## config.mk

```make
export PLATFORM = sky130hd
export DESIGN_NAME = bia_ctrl
export DESIGN_NICKNAME = d
export VERILOG_FILES = /design/src/rtl/bia_pkg.sv /design/src/rtl/bia_ctrl.sv
export SDC_FILE = /design/constraint.sdc
export NUM_CORES = 1
export LEC_CHECK = 0
export ABC_CLOCK_PERIOD_IN_PS = 1650
export BUFFER_PORTS_ARGS = -buffer_cell sky130_fd_sc_hd__buf_4
export CORE_MARGIN = 10
export CORE_UTILIZATION = 30
export CTS_BUF_LIST = sky130_fd_sc_hd__clkbuf_4 sky130_fd_sc_hd__clkbuf_8
export CTS_CLUSTER_SIZE = 24
export DETAILED_ROUTE_END_ITERATION = 10
export PLACE_DENSITY = 0.51
export SKIP_CTS_REPAIR_TIMING = 1
export SYNTH_ARGS = -nofsm -noshare
export SYNTH_HDL_FRONTEND = slang
export SYNTH_SLANG_ARGS = --single-unit
```

## constraint.sdc

```tcl
create_clock -name i_clk -period 1.65 [get_ports i_clk]
set_input_delay 0.165 -clock i_clk [delete_from_list [all_inputs] [get_ports i_clk]]
set_output_delay 0.165 -clock i_clk [all_outputs]
set_load 0.005 [all_outputs]
```

## src/rtl/bia_pkg.sv

```systemverilog
package bia_pkg;

    localparam int FIELD_W     = 14;
    localparam int FIELD_MAX   = (1 << FIELD_W) - 1;
    localparam int WORD_W      = 64;
    localparam int BIT_W       = 6;
    localparam int APB_AW      = 3;
    localparam int APB_DW      = 32;

    localparam logic [FIELD_W-1:0] TOTAL_RESET = 14'd8192;

    localparam logic FUNC_ALLOC = 1'b0;
    localparam logic FUNC_FREE  = 1'b1;

    localparam logic REG_INODE_TOTAL = 1'b0;
    localparam logic REG_BLOCK_TOTAL = 1'b1;

    typedef enum logic [1:0] {
        ST_OK    = 2'd0,
        ST_FULL  = 2'd1,
        ST_RANGE = 2'd2,
        ST_CLEAR = 2'd3
    } t_status;

    // controller to datapath
    typedef struct packed {
        logic    clear;
        logic    req_ready;
        logic    scan_init;
        logic    scan;
        logic    alloc_write;
        logic    free_read;
        logic    free_write;
        logic    fail;
        t_status code;
        logic    load_out;
    } t_cmd;

    // datapath to controller
    typedef struct packed {
        logic clr_last;
        logic accept;
        logic req_alloc;
        logic empty;
        logic range_bad;
        logic hit;
        logic scan_end;
        logic bit_set;
        logic out_free;
    } t_stat;

endpackage

```

## src/rtl/bia_ctrl.sv

```systemverilog
module bia_ctrl (
    input  logic           i_clk,
    input  logic           i_rst_n,
    input  bia_pkg::t_stat i_stat,
    output bia_pkg::t_cmd  o_cmd
);
    import bia_pkg::*;

    typedef enum logic [7:0] {
        S_CLEAR = 8'b0000_0001,
        S_IDLE  = 8'b0000_0010,
        S_DISP  = 8'b0000_0100,
        S_SCAN  = 8'b0000_1000,
        S_WRITE = 8'b0001_0000,
        S_FRD   = 8'b0010_0000,
        S_FEV   = 8'b0100_0000,
        S_RESP  = 8'b1000_0000
    } t_state;

    t_state r_state;
    t_state n_state;
    t_cmd   cmd;

    always_ff @(posedge i_clk) begin
        if (!i_rst_n) begin
            r_state <= S_CLEAR;
        end else begin
            r_state <= n_state;
        end
    end

    always_comb begin
        n_state = r_state;
        cmd     = '0;
        cmd.code = ST_OK;
        unique case (r_state)
            S_CLEAR: begin
                cmd.clear = 1'b1;
                if (i_stat.clr_last) begin
                    n_state = S_IDLE;
                end
            end
            S_IDLE: begin
                cmd.req_ready = 1'b1;
                if (i_stat.accept) begin
                    n_state = S_DISP;
                end
            end
            S_DISP: begin
                cmd.scan_init = 1'b1;
                priority if (i_stat.req_alloc && i_stat.empty) begin
                    cmd.fail = 1'b1;
                    cmd.code = ST_FULL;
                    n_state  = S_RESP;
                end else if (i_stat.req_alloc) begin
                    n_state = S_SCAN;
                end else if (i_stat.range_bad) begin
                    cmd.fail = 1'b1;
                    cmd.code = ST_RANGE;
                    n_state  = S_RESP;
                end else begin
                    n_state = S_FRD;
                end
            end
            S_SCAN: begin
                cmd.scan = 1'b1;
                priority if (i_stat.hit) begin
                    n_state = S_WRITE;
                end else if (i_stat.scan_end) begin
                    cmd.fail = 1'b1;
                    cmd.code = ST_FULL;
                    n_state  = S_RESP;
                end else begin
                    n_state = S_SCAN;
                end
            end
            S_WRITE: begin
                cmd.alloc_write = 1'b1;
                n_state         = S_RESP;
            end
            S_FRD: begin
                cmd.free_read = 1'b1;
                n_state       = S_FEV;
            end
            S_FEV: begin
                if (i_stat.bit_set) begin
                    cmd.free_write = 1'b1;
                end else begin
                    cmd.fail = 1'b1;
                    cmd.code = ST_CLEAR;
                end
                n_state = S_RESP;
            end
            S_RESP: begin
                if (i_stat.out_free) begin
                    cmd.load_out = 1'b1;
                    n_state      = S_IDLE;
                end
            end
            default: begin
                n_state = S_IDLE;
            end
        endcase
    end

    assign o_cmd = cmd;

endmodule

```

==> summary.md, run 1 <==
| Metric | Value |
|---|---|
| Post-synth top flop | dfxtp_1 |
| Clk root buf | clkbuf_4 |
| Leakage | just over 0.4 nW |
| FF+latch count, synth | 8 |
| Most common cell after layout, fill and taps aside | buf_4 |
| Reg with most FFs | r_state |
| Internal power | between 300 and 400 uW |
| Setup slack after layout | -53.0 ps |
| Crit path buf inv count | 1 |
| Biggest registers after layout | r_state x8 |
| Slew HR | 80.8% |
| Routed WL per cell | roughly 14 um |
| Slew Viols, Final | 0 |
| Clock sink count | 8 |
| HP Start | i_stat[6] |
| Final WL | between 1.5 and 2 mm |
| Dominant cell type by area after synthesis | dfxtp_1 |
| Ports | 22 |
| Initial DRT Pass Iterations | 4 |
| Final Core Density | ~50% |
| Sequential power share | between 40% and 50% |
| Clock share of power | between 30 and 40% |
| Setup-failing EPs final | 3 |
| Global-route wire length before repair | roughly 2.5 mm |
| Post-synth top area share | 29.1% |
| Sequential fraction of the synthesis area | between 20% and 30% |
| Layout net count | between 100 and 150 |
| Core box area | around 1700 um2 |
| Cell Pwr Density | roughly 540 nW/um2 |
| Antenna diodes | 0 |
| Gr ovfl total | 0 |
| GP Congestion | ~0.79 |
| Syn nets | 74 |
| Hold Path Sink | r_state[5] |
| Tot Pwr | about 460 uW |
| WHS | ~95 ps |
| DP Area | between 700 and 800 um2 |
| Crit-path cells | nor4_4 -> and4b_4 -> nand3b_4 -> o211ai_1 -> buf_4 |
| DR iter-0 viols | 17 |
| Sw frac | around 28% |
| Reg clk slew, reported paths | about 60 ps |
| Latest clock arrival within the worst-skew pair | 260 ps |
| Vias in the first global route | 571 |
| Top cell family by delay on the critical path | simple AND/OR/NAND/NOR gates |
| DP Wirelength | 1.24 mm |
| Die height | roughly 63 um |
| FP Rows | 15 |
| Num CTS Buffers | 3 |
| R2R depth | 7 |
| Chip width | roughly 63 um |
| Initial antenna violation count | 0 |
| Setup tns final | -101 ps |
| CP max stage cell | dfxtp_4 |
| Switching power | around 130 uW |
| R2r startpoint | r_state[6] |
| Maxcap violations | 0 |
| Fillers | 173 |
| Worst Setup End Kind | output pin |
| Post-synth cell types | 27 |
| Reg2reg setup slack | 200 ps |
| Worst Tran Pin Value | about 290 ps |
| Post-synth EDFFs | 0 |
| Die area | 3950 um2 |
| Starting density of the core | between 30% and 40% |
| Worst Hold Path Cells | 2 |
| GRT Resource Usage Total | between 7 and 8% |
| Logic pwr share | between 20% and 30% |
| Final hold vios | 0 |
| Synth Instances | 63 |
| Largest net degree at the start of global routing | 8 |
| Arrival time at the worst endpoint | 1540 ps |
| Inst Count DP | around 110 |
| Status | complete, but fails checks |
| CTS tree | done |
| Layout cells sized above 1 | between 50 and 60% |
| Routed Antenna Nets | 0 |
| Vias | between 500 and 600 |
| Capture point of the worst reg-to-reg path | r_state[1] |
| Area grow syn2layout | 56.4% |
| RSZ-0062 raised after global routing | true |
| Worst stage delay on the critical path | 360 ps |
| Footprint of the multi-input gates | between 300 and 400 um2 |
| H-tree Lvls | 1 |
| Post-route cell area | 861 um2 |
| Crit path max fanout | 4 |
| Dpl ws | around 170 ps |
| Hold Path Class | in -> reg |
| Violated checks | setup timing |
| Final clock skew | around 5.6 ps |
| Fin crit period | 1700 ps |
| # DRC | 0 |
| Buffers added on ports | 21 |
| Peak VDD IR | around 0.32 mV |
| Final Cycle Share | 103% |
| Most frequent cells in the layout | 27 x buf_4, 12 x nor2_1, 7 x inv_1 |
| Synth Warn # | 0 |
| Syn Std Cell Area | about 550 um2 |
| WS Path Type | reg -> out |
| Clock tree buffer depth | 2 |
| Largest cells by area after synthesis | dfxtp_1 29%, nor2_1 8.9%, inv_1 4.8%, nand4b_1 4.8%, and4b_2 4.1% |
| Required @ worst endpoint | approximately 1500 ps |
| CP startpoint kind | flip-flop |
| F_max | between 0.5 and 0.6 GHz |
| Vias per cell | slightly below 5 |
| Post-Syn Area per Cell | roughly 8.7 um2 |
| Non-filler instance count after layout | 120 |
| Ys async rst share | 0% |
| Max FFs per register | 8 |
| Register Area | approximately 170 um2 |
==> per-layer routing <==
layer	global-route usage [%]	part of all wire, %
met3	2.51	5.3
met1	8.96	43
met2	12.2	51
met4	3.35	0.61
met5	0	0
==> layout make-up <==
type                    count  share of cell area (%)
multi-input cells          48                    44.6
clock buffers               3                    2.62
repair buffers             29                    26.2
flip-flops and latches      8                    19.9
inverters                   7                    3.05
well taps                  25                    3.63
==> worst reg2reg max path, cell delays in order (launching register included) <==
cell	delay, ps
dfxtp_4	360
nor4_4	300
buf_4	190
buf_6	90
nand4b_1	100
buf_4	160
nand4_1	60
a211oi_1	70
==> power by group through the flow <==
stage	Clock [mW]	Sequential (mW)	Combinational (mW)
2_1_floorplan	0	0.211	0.0393
3_3_place_gp	0	0.214	0.0875
3_5_place_dp	0	0.214	0.0867
4_1_cts	0.163	0.209	0.0877
5_1_grt	0.170	0.212	0.103
6_report	0.158	0.212	0.0949
==> cell families after synthesis <==
| family | after synthesis | synth area share, % |
|---|---|---|
| AO/OA/AOI/OAI | 11 | 15.0 |
| buffers and inverters | 7 | 4.77 |
| XOR/XNOR | 2 | 3.18 |
| AND/OR/NAND/NOR | 35 | 48.0 |
| flip-flops | 8 | 29.1 |
==> worst max path at each step <==
stage | endpoint | slack (ps) | cells past startpoint | from
2_1_floorplan | o_cmd[3] | 270 | 4 | r_state[4]
3_3_place_gp | o_cmd[3] | 190 | 5 | r_state[4]
3_5_place_dp | o_cmd[3] | 170 | 5 | r_state[4]
4_1_cts | o_cmd[3] | -120 | 5 | r_state[4]
5_1_grt | o_cmd[3] | -150 | 5 | r_state[6]
6_report | o_cmd[3] | -50 | 5 | r_state[6]
==> Yosys cell counts (all sizes together), types with 2 or more instances <==
library cell,number
o21ai,2
nand2,2
dfxtp,8
nor3b,2
nand4b,3
nor2,13
and4b,5
o211ai,4
nand3,2
inv,7
xor2,2
nor4,2
nor4b,2
(Power assumes the default switching activity.)
==> run 2: changes to the inputs <==
- CTS_BUF_LIST: sky130_fd_sc_hd__clkbuf_4 sky130_fd_sc_hd__clkbuf_8 -> sky130_fd_sc_hd__clkbuf_4
- GPL_TIMING_DRIVEN: not set -> 0
- SLEW_MARGIN: not set -> 20
==> summary.md, run 2 (synthesized netlist as in run 1, its figures left out) <==
| Metric | Value |
|---|---|
| Global-route wire length before repair | 2.48 mm (+0.28%) |
| Routed Antenna Nets | 0 (unchanged) |
| Cell Pwr Density | 529 nW/um2 (-1.9%) |
| Layout cells sized above 1 | 47.9% (-2.6 points) |
| Slew Viols, Final | 0 (unchanged) |
| Vias per cell | 4.82 (-1.8%) |
| RSZ-0062 raised after global routing | true |
| Area grow syn2layout | 56.1% |
| WS Path Type | reg -> out |
| # DRC | 0 (unchanged) |
| Reg2reg setup slack | 130 ps (-70 ps) |
| Num CTS Buffers | 3 (unchanged) |
| Clk root buf | clkbuf_4 |
| Crit path max fanout | 6 (+2) |
| Die area | 3950 um2 (unchanged) |
| Fillers | 180 (+4.0%) |
| Vias | 583 (-1.0%) |
| Routed WL per cell | 13.1 um (-4.7%) |
| Initial DRT Pass Iterations | 4 (unchanged) |
| Worst Tran Pin Value | 364 ps (+77.0 ps) |
| Logic pwr share | 20.2% (-0.3 points) |
| Clock sink count | 8 (unchanged) |
| Leakage | 0.420 nW (+1.6%) |
| Layout net count | 109 (+0.93%) |
| Vias in the first global route | 554 (-3.0%) |
| Final hold vios | 0 (unchanged) |
| Die height | 62.8 um (unchanged) |
| Final WL | 1.59 mm (-3.9%) |
| Sequential power share | 46.5% (+0.9 points) |
| Required @ worst endpoint | 1480 ps (about the same) |
| FP Rows | 15 (unchanged) |
| Buffers added on ports | 21 (unchanged) |
| Most frequent cells in the layout | 28 x buf_4, 13 x nor2_1, 7 x inv_1 |
| Maxcap violations | 0 (unchanged) |
| GP Congestion | 0.707 (-11%) |
| DR iter-0 viols | 8 (-9) |
| Dpl ws | -45.2 ps (-220 ps) |
| Internal power | 335 uW (-0.36%) |
| Sw frac | 26.4% (-1.2 points) |
| Antenna diodes | 0 (unchanged) |
| H-tree Lvls | 1 (unchanged) |
| Inst Count DP | 109 (-2.7%) |
| Fin crit period | 1770 ps (+62.6 ps) |
| Gr ovfl total | 0 (unchanged) |
| Latest clock arrival within the worst-skew pair | 250 ps (about the same) |
| Chip width | 62.8 um (unchanged) |
| Non-filler instance count after layout | 121 (+0.83%) |
| Slew HR | 75.6% (-5.2 points) |
| F_max | 0.566 GHz (-3.5%) |
| GRT Resource Usage Total | 7.76% (+0.14 points) |
| HP Start | i_stat[6] |
| Largest net degree at the start of global routing | 8 (unchanged) |
| Crit path buf inv count | 1 (unchanged) |
| CP max stage cell | nor4_4 |
| Worst stage delay on the critical path | 410 ps (+50 ps) |
| Most common cell after layout, fill and taps aside | buf_4 |
| Violated checks | setup timing |
| Status | complete, but fails checks |
| Switching power | 120 uW (-6.3%) |
| Setup-failing EPs final | 6 (+3) |
| Clock tree buffer depth | 2 (unchanged) |
| Peak VDD IR | 0.315 mV (-2.3%) |
| Biggest registers after layout | r_state x8 |
| R2r startpoint | r_state[6] |
| Capture point of the worst reg-to-reg path | r_state[3] |
| Arrival time at the worst endpoint | 1600 ps (+60 ps) |
| Top cell family by delay on the critical path | simple AND/OR/NAND/NOR gates |
| Initial antenna violation count | 0 (unchanged) |
| DP Wirelength | 1.22 mm (-1.8%) |
| Ports | 22 (unchanged) |
| CTS tree | done |
| Core box area | 1730 um2 (unchanged) |
| Crit-path cells | nor4_4 -> nand4b_1 -> o211ai_1 -> buf_4 |
| Setup slack after layout | -116 ps (-62.6 ps) |
| Starting density of the core | 31.9% (unchanged) |
| Final clock skew | 0.741 ps (-4.82 ps) |
| Clock share of power | 33.4% (-0.6 points) |
| Final Cycle Share | 107% (+3.8 points) |
| Max FFs per register | 8 (unchanged) |
| Hold Path Class | in -> reg |
| Worst Hold Path Cells | 2 (unchanged) |
| Hold Path Sink | r_state[5] |
| Worst Setup End Kind | output pin |
| R2R depth | 7 (unchanged) |
| Reg with most FFs | r_state |
| Reg clk slew, reported paths | 50 ps (about the same) |
| CP startpoint kind | flip-flop |
run 2: cell types whose count changed in the layout (fill, tap and decap cells not counted):
cell     previous run  this run
buf_4              27        28
dfxtp_1             3         4
dfxtp_4             2         1
nand2_1             1         2
nand2_2             1         0
nor2_1             12        13
nor2_2              1         0
o21ai_0             2         1
o21ai_1             0         1
run 2: cell type report:
type	count	area, um2	area share (%)
inverter	7	26.3	3.06
multi-input combinational	48	379	44.1
tap	25	31.3	3.64
clock buffer	3	22.5	2.62
timing repair buffer	30	233	27.1
sequential	8	168	19.5
run 2: how the worst max path moves through the flow:
stage | from | end | slack [ps] | cells past startpoint
after global placement | r_state[2] | o_cmd[3] | -50 | 4
after CTS | r_state[2] | o_cmd[3] | -340 | 4
after global routing | r_state[1] | o_cmd[3] | -280 | 4
after detailed placement | r_state[2] | o_cmd[3] | -50 | 4
final | r_state[1] | o_cmd[3] | -120 | 4
after floorplan | r_state[4] | o_cmd[3] | 270 | 4
run 2: metal layers:
| metal | vias to the layer above | routed length [um] | share of wire [%] | GRT usage, % |
|---|---|---|---|---|
| met5 | - | 0 | 0 | 0 |
| met4 | 0 | 12 | 0.76 | 3.35 |
| met3 | 2 | 70 | 4.4 | 3.58 |
| met2 | 12 | 816 | 51 | 12.3 |
| met1 | 264 | 687 | 43 | 8.67 |
| li1 | 305 | - | - | - |
run 2: worst reg2reg max path, delay by kind of cell (launching register included):
family	cells	cell delay, ps
AOI/OAI and AO/OA	1	50
buffers and inverters	3	390
DFF	1	360
and+or+nand+nor	3	650
run 2: metrics by stage:
step | setup TNS [ps] | power [mW] | hold WS [ps] | area, um2 | utilization [%]
floorplan | 0 | 0.251 | 236 | 551 | -
global placement | -122 | 0.295 | 364 | 739 | 42.8
detailed placement | -111 | 0.294 | 369 | 739 | 42.8
CTS | -2020 | 0.450 | 93.9 | 762 | 44.1
global route | -1450 | 0.487 | 95.0 | 860 | 49.8
finish | -309 | 0.455 | 103 | 860 | 49.8
run 2: power groups by stage:
stage / logic, mW / clock network [mW] / registers (mW)
6_report: 0.0917 / 0.152 / 0.211
4_1_cts: 0.0808 / 0.160 / 0.209
3_3_place_gp: 0.0807 / 0 / 0.214
3_5_place_dp: 0.0807 / 0 / 0.213
2_1_floorplan: 0.0393 / 0 / 0.211
5_1_grt: 0.100 / 0.173 / 0.213
==> run 3: changes to the inputs <==
- ABC_AREA: not set -> 1
- PLACE_DENSITY: 0.51 -> 0.5
- TNS_END_PERCENT: not set -> 1
==> summary.md, run 3 <==
| Metric | Value |
|---|---|
| Maxcap violations | 0 (unchanged) |
| WHS | 62.0 ps (-40.9 ps) |
| Buffers added on ports | 21 (unchanged) |
| Syn Std Cell Area | 579 um2 (+5.2%) |
| F_max | 0.642 GHz (+13%) |
| Vias in the first global route | 613 (+11%) |
| Biggest registers after layout | r_state x8 |
| Required @ worst endpoint | 1480 ps (about the same) |
| FF+latch count, synth | 8 (unchanged) |
| Synth Instances | 91 (+44%) |
| Worst Setup End Kind | output pin |
| Post-synth cell types | 19 (-30%) |
| Reg clk slew, reported paths | 60 ps (about the same) |
| Most frequent cells in the layout | 22 x buf_4, 17 x nand2_1, 16 x inv_1 |
| Dominant cell type by area after synthesis | dfxtp_1 |
| RSZ-0062 raised after global routing | true |
| Sequential fraction of the synthesis area | 27.6% (-1.4 points) |
| CP startpoint kind | flip-flop |
| Fillers | 216 (+20%) |
| Ports | 22 (unchanged) |
| WS Path Type | reg -> out |
| Largest net degree at the start of global routing | 8 (unchanged) |
| Final hold vios | 0 (unchanged) |
| Synth Warn # | 0 (unchanged) |
| Synth cell count leaders | 17 x nand2_1, 16 x inv_1, 15 x nor2_1, 8 x dfxtp_1, 8 x nand3_1 |
| Vias per cell | 4.40 (-8.7%) |
| CP max stage cell | dfxtp_1 |
| DR iter-0 viols | 12 (+4) |
| Chip width | 63.9 um (+1.8%) |
| Reg with most FFs | r_state |
| Clk root buf | clkbuf_4 |
| Clock tree buffer depth | 2 (unchanged) |
| CTS tree | done |
| Worst stage delay on the critical path | 350 ps (-60 ps) |
| Most frequent CP cell | nor2_2 |
| Dpl ws | 321 ps (+366 ps) |
| R2R depth | 8 (+1) |
| Antenna diodes | 0 (unchanged) |
| Setup-failing EPs final | 0 (-6) |
| H-tree Lvls | 1 (unchanged) |
| GRT Resource Usage Total | 7.90% (+0.15 points) |
| Leakage | 0.403 nW (-3.9%) |
| Crit path buf inv count | 1 (unchanged) |
| Starting density of the core | 32.5% (+0.61 points) |
| Crit-path cells | nor2_2 -> nand2_4 -> nor2_2 -> nand2_1 -> o211ai_1 -> buf_4 |
| GP Congestion | 0.803 (+14%) |
| Number of cells on the critical path | 6 (+2) |
| Latest clock arrival within the worst-skew pair | 270 ps (+20 ps) |
| # DRC | 0 (unchanged) |
| Setup slack after layout | 91.9 ps (+208 ps) |
| Gr ovfl total | 0 (unchanged) |
| Post-synth EDFFs | 0 (unchanged) |
| Die area | 4090 um2 (+3.6%) |
| Cell Pwr Density | 569 nW/um2 (+7.6%) |
| Largest cells by area after synthesis | dfxtp_1 28%, nand2_1 11%, inv_1 10%, nor2_1 9.7%, nor2_4 9.7% |
| Layout cells sized above 1 | 37.1% (-11 points) |
| Routed WL per cell | 11.5 um (-12%) |
| Non-filler instance count after layout | 141 (+17%) |
| Worst Tran Pin Value | 218 ps (-146 ps) |
| Final Cycle Share | 94.4% (-13 points) |
| Die height | 63.9 um (+1.8%) |
| Layout net count | 129 (+18%) |
| Hold Path Class | in -> reg |
| Arrival time at the worst endpoint | 1390 ps (-210 ps) |
| Peak VDD IR | 0.348 mV (+11%) |
| Final Core Density | 45.8% (-4.0 points) |
| Fin crit period | 1560 ps (-208 ps) |
| Num CTS Buffers | 3 (unchanged) |
| Status | completed |
| Core box area | 1780 um2 (+3.3%) |
| Post-Syn Area per Cell | 6.37 um2 (-27%) |
| Ys async rst share | 0% (unchanged) |
| Slew HR | 85.3% (+9.8 points) |
| Setup tns final | 0 ps (+309 ps) |
| Most common cell after layout, fill and taps aside | buf_4 |
| Slew Viols, Final | 0 (unchanged) |
| Crit path max fanout | 7 (+1) |
| Initial antenna violation count | 0 (unchanged) |
| Final WL | 1.62 mm (+2.3%) |
| Post-synth top area share | 27.6% (-1.4 points) |
| Vias | 620 (+6.3%) |
| Inst Count DP | 137 (+26%) |
| Max FFs per register | 8 (unchanged) |
| FP Rows | 15 (unchanged) |
| Syn nets | 102 (+38%) |
| Initial DRT Pass Iterations | 2 (-2) |
| Top cell family by delay on the critical path | simple AND/OR/NAND/NOR gates |
| Count leader, synth | nand2_1 |
| Post-synth top flop | dfxtp_1 |
| Global-route wire length before repair | 2.55 mm (+2.5%) |
| Final clock skew | 8.19 ps (+7.45 ps) |
| Worst Hold Path Cells | 2 (unchanged) |
| DP Wirelength | 1.34 mm (+10%) |
| Clock sink count | 8 (unchanged) |
| Routed Antenna Nets | 0 (unchanged) |
| Area grow syn2layout | 40.8% |
==> run 3: logic make-up after synthesis <==
kind of cell    after synthesis  synth area share [%]
compound gates                5                  5.83
buf+inv                      18                  11.7
flops                         8                  27.6
simple gates                 60                  54.9
==> run 3: per-stage QoR <==
stage          instance area (um2)  power [mW]
2_1_floorplan                  579       0.261
3_3_place_gp                   768       0.303
3_5_place_dp                   768       0.303
4_1_cts                        791       0.466
5_1_grt                        816       0.485
6_report                       816       0.464
==> run 3: worst reg2reg max path, delay by kind of cell, from the launching register on <==
kind | cells | cell delay (ps)
buffers and inverters | 1 | 100
AND/OR/NAND/NOR | 7 | 590
flip-flops | 1 | 330
==> run 3: power by group <==
group	switching, mW	internal (mW)	leakage (nW)
combinational	0.0516	0.0433	0.324
clock	0.0781	0.0840	0.0138
sequential	0.00778	0.200	0.0652
==> run 3: layout make-up <==
cell class                      count  area (um2)  share of cell area, %
Clock buffer                        3        22.5                   2.76
Inverter                           18        67.6                   8.28
Multi-Input combinational cell     65         369                   45.2
Sequential cell                     8         160                   19.6
Timing Repair Buffer               22         165                   20.2
Tap cell                           25        31.3                   3.83
==> run 3: path summary, 6_finish.rpt <==
check	from	to	slack [ps]
max	r_state[2]	o_cmd[1]	90
min	i_stat[4]	r_state[5]	60
max reg2reg	r_state[6]	r_state[2]	510
min reg2reg	r_state[5]	r_state[6]	550
==> run 3: routing by layer <==
layer | track usage (%) | share of wire (%) | vias to the layer above
met3 | 2.26 | 5.5 | 5
met1 | 9.48 | 50 | 261
met4 | 7.92 | 3.5 | 0
met5 | 0 | 0 | -
li1 | - | - | 336
met2 | 10.7 | 41 | 18
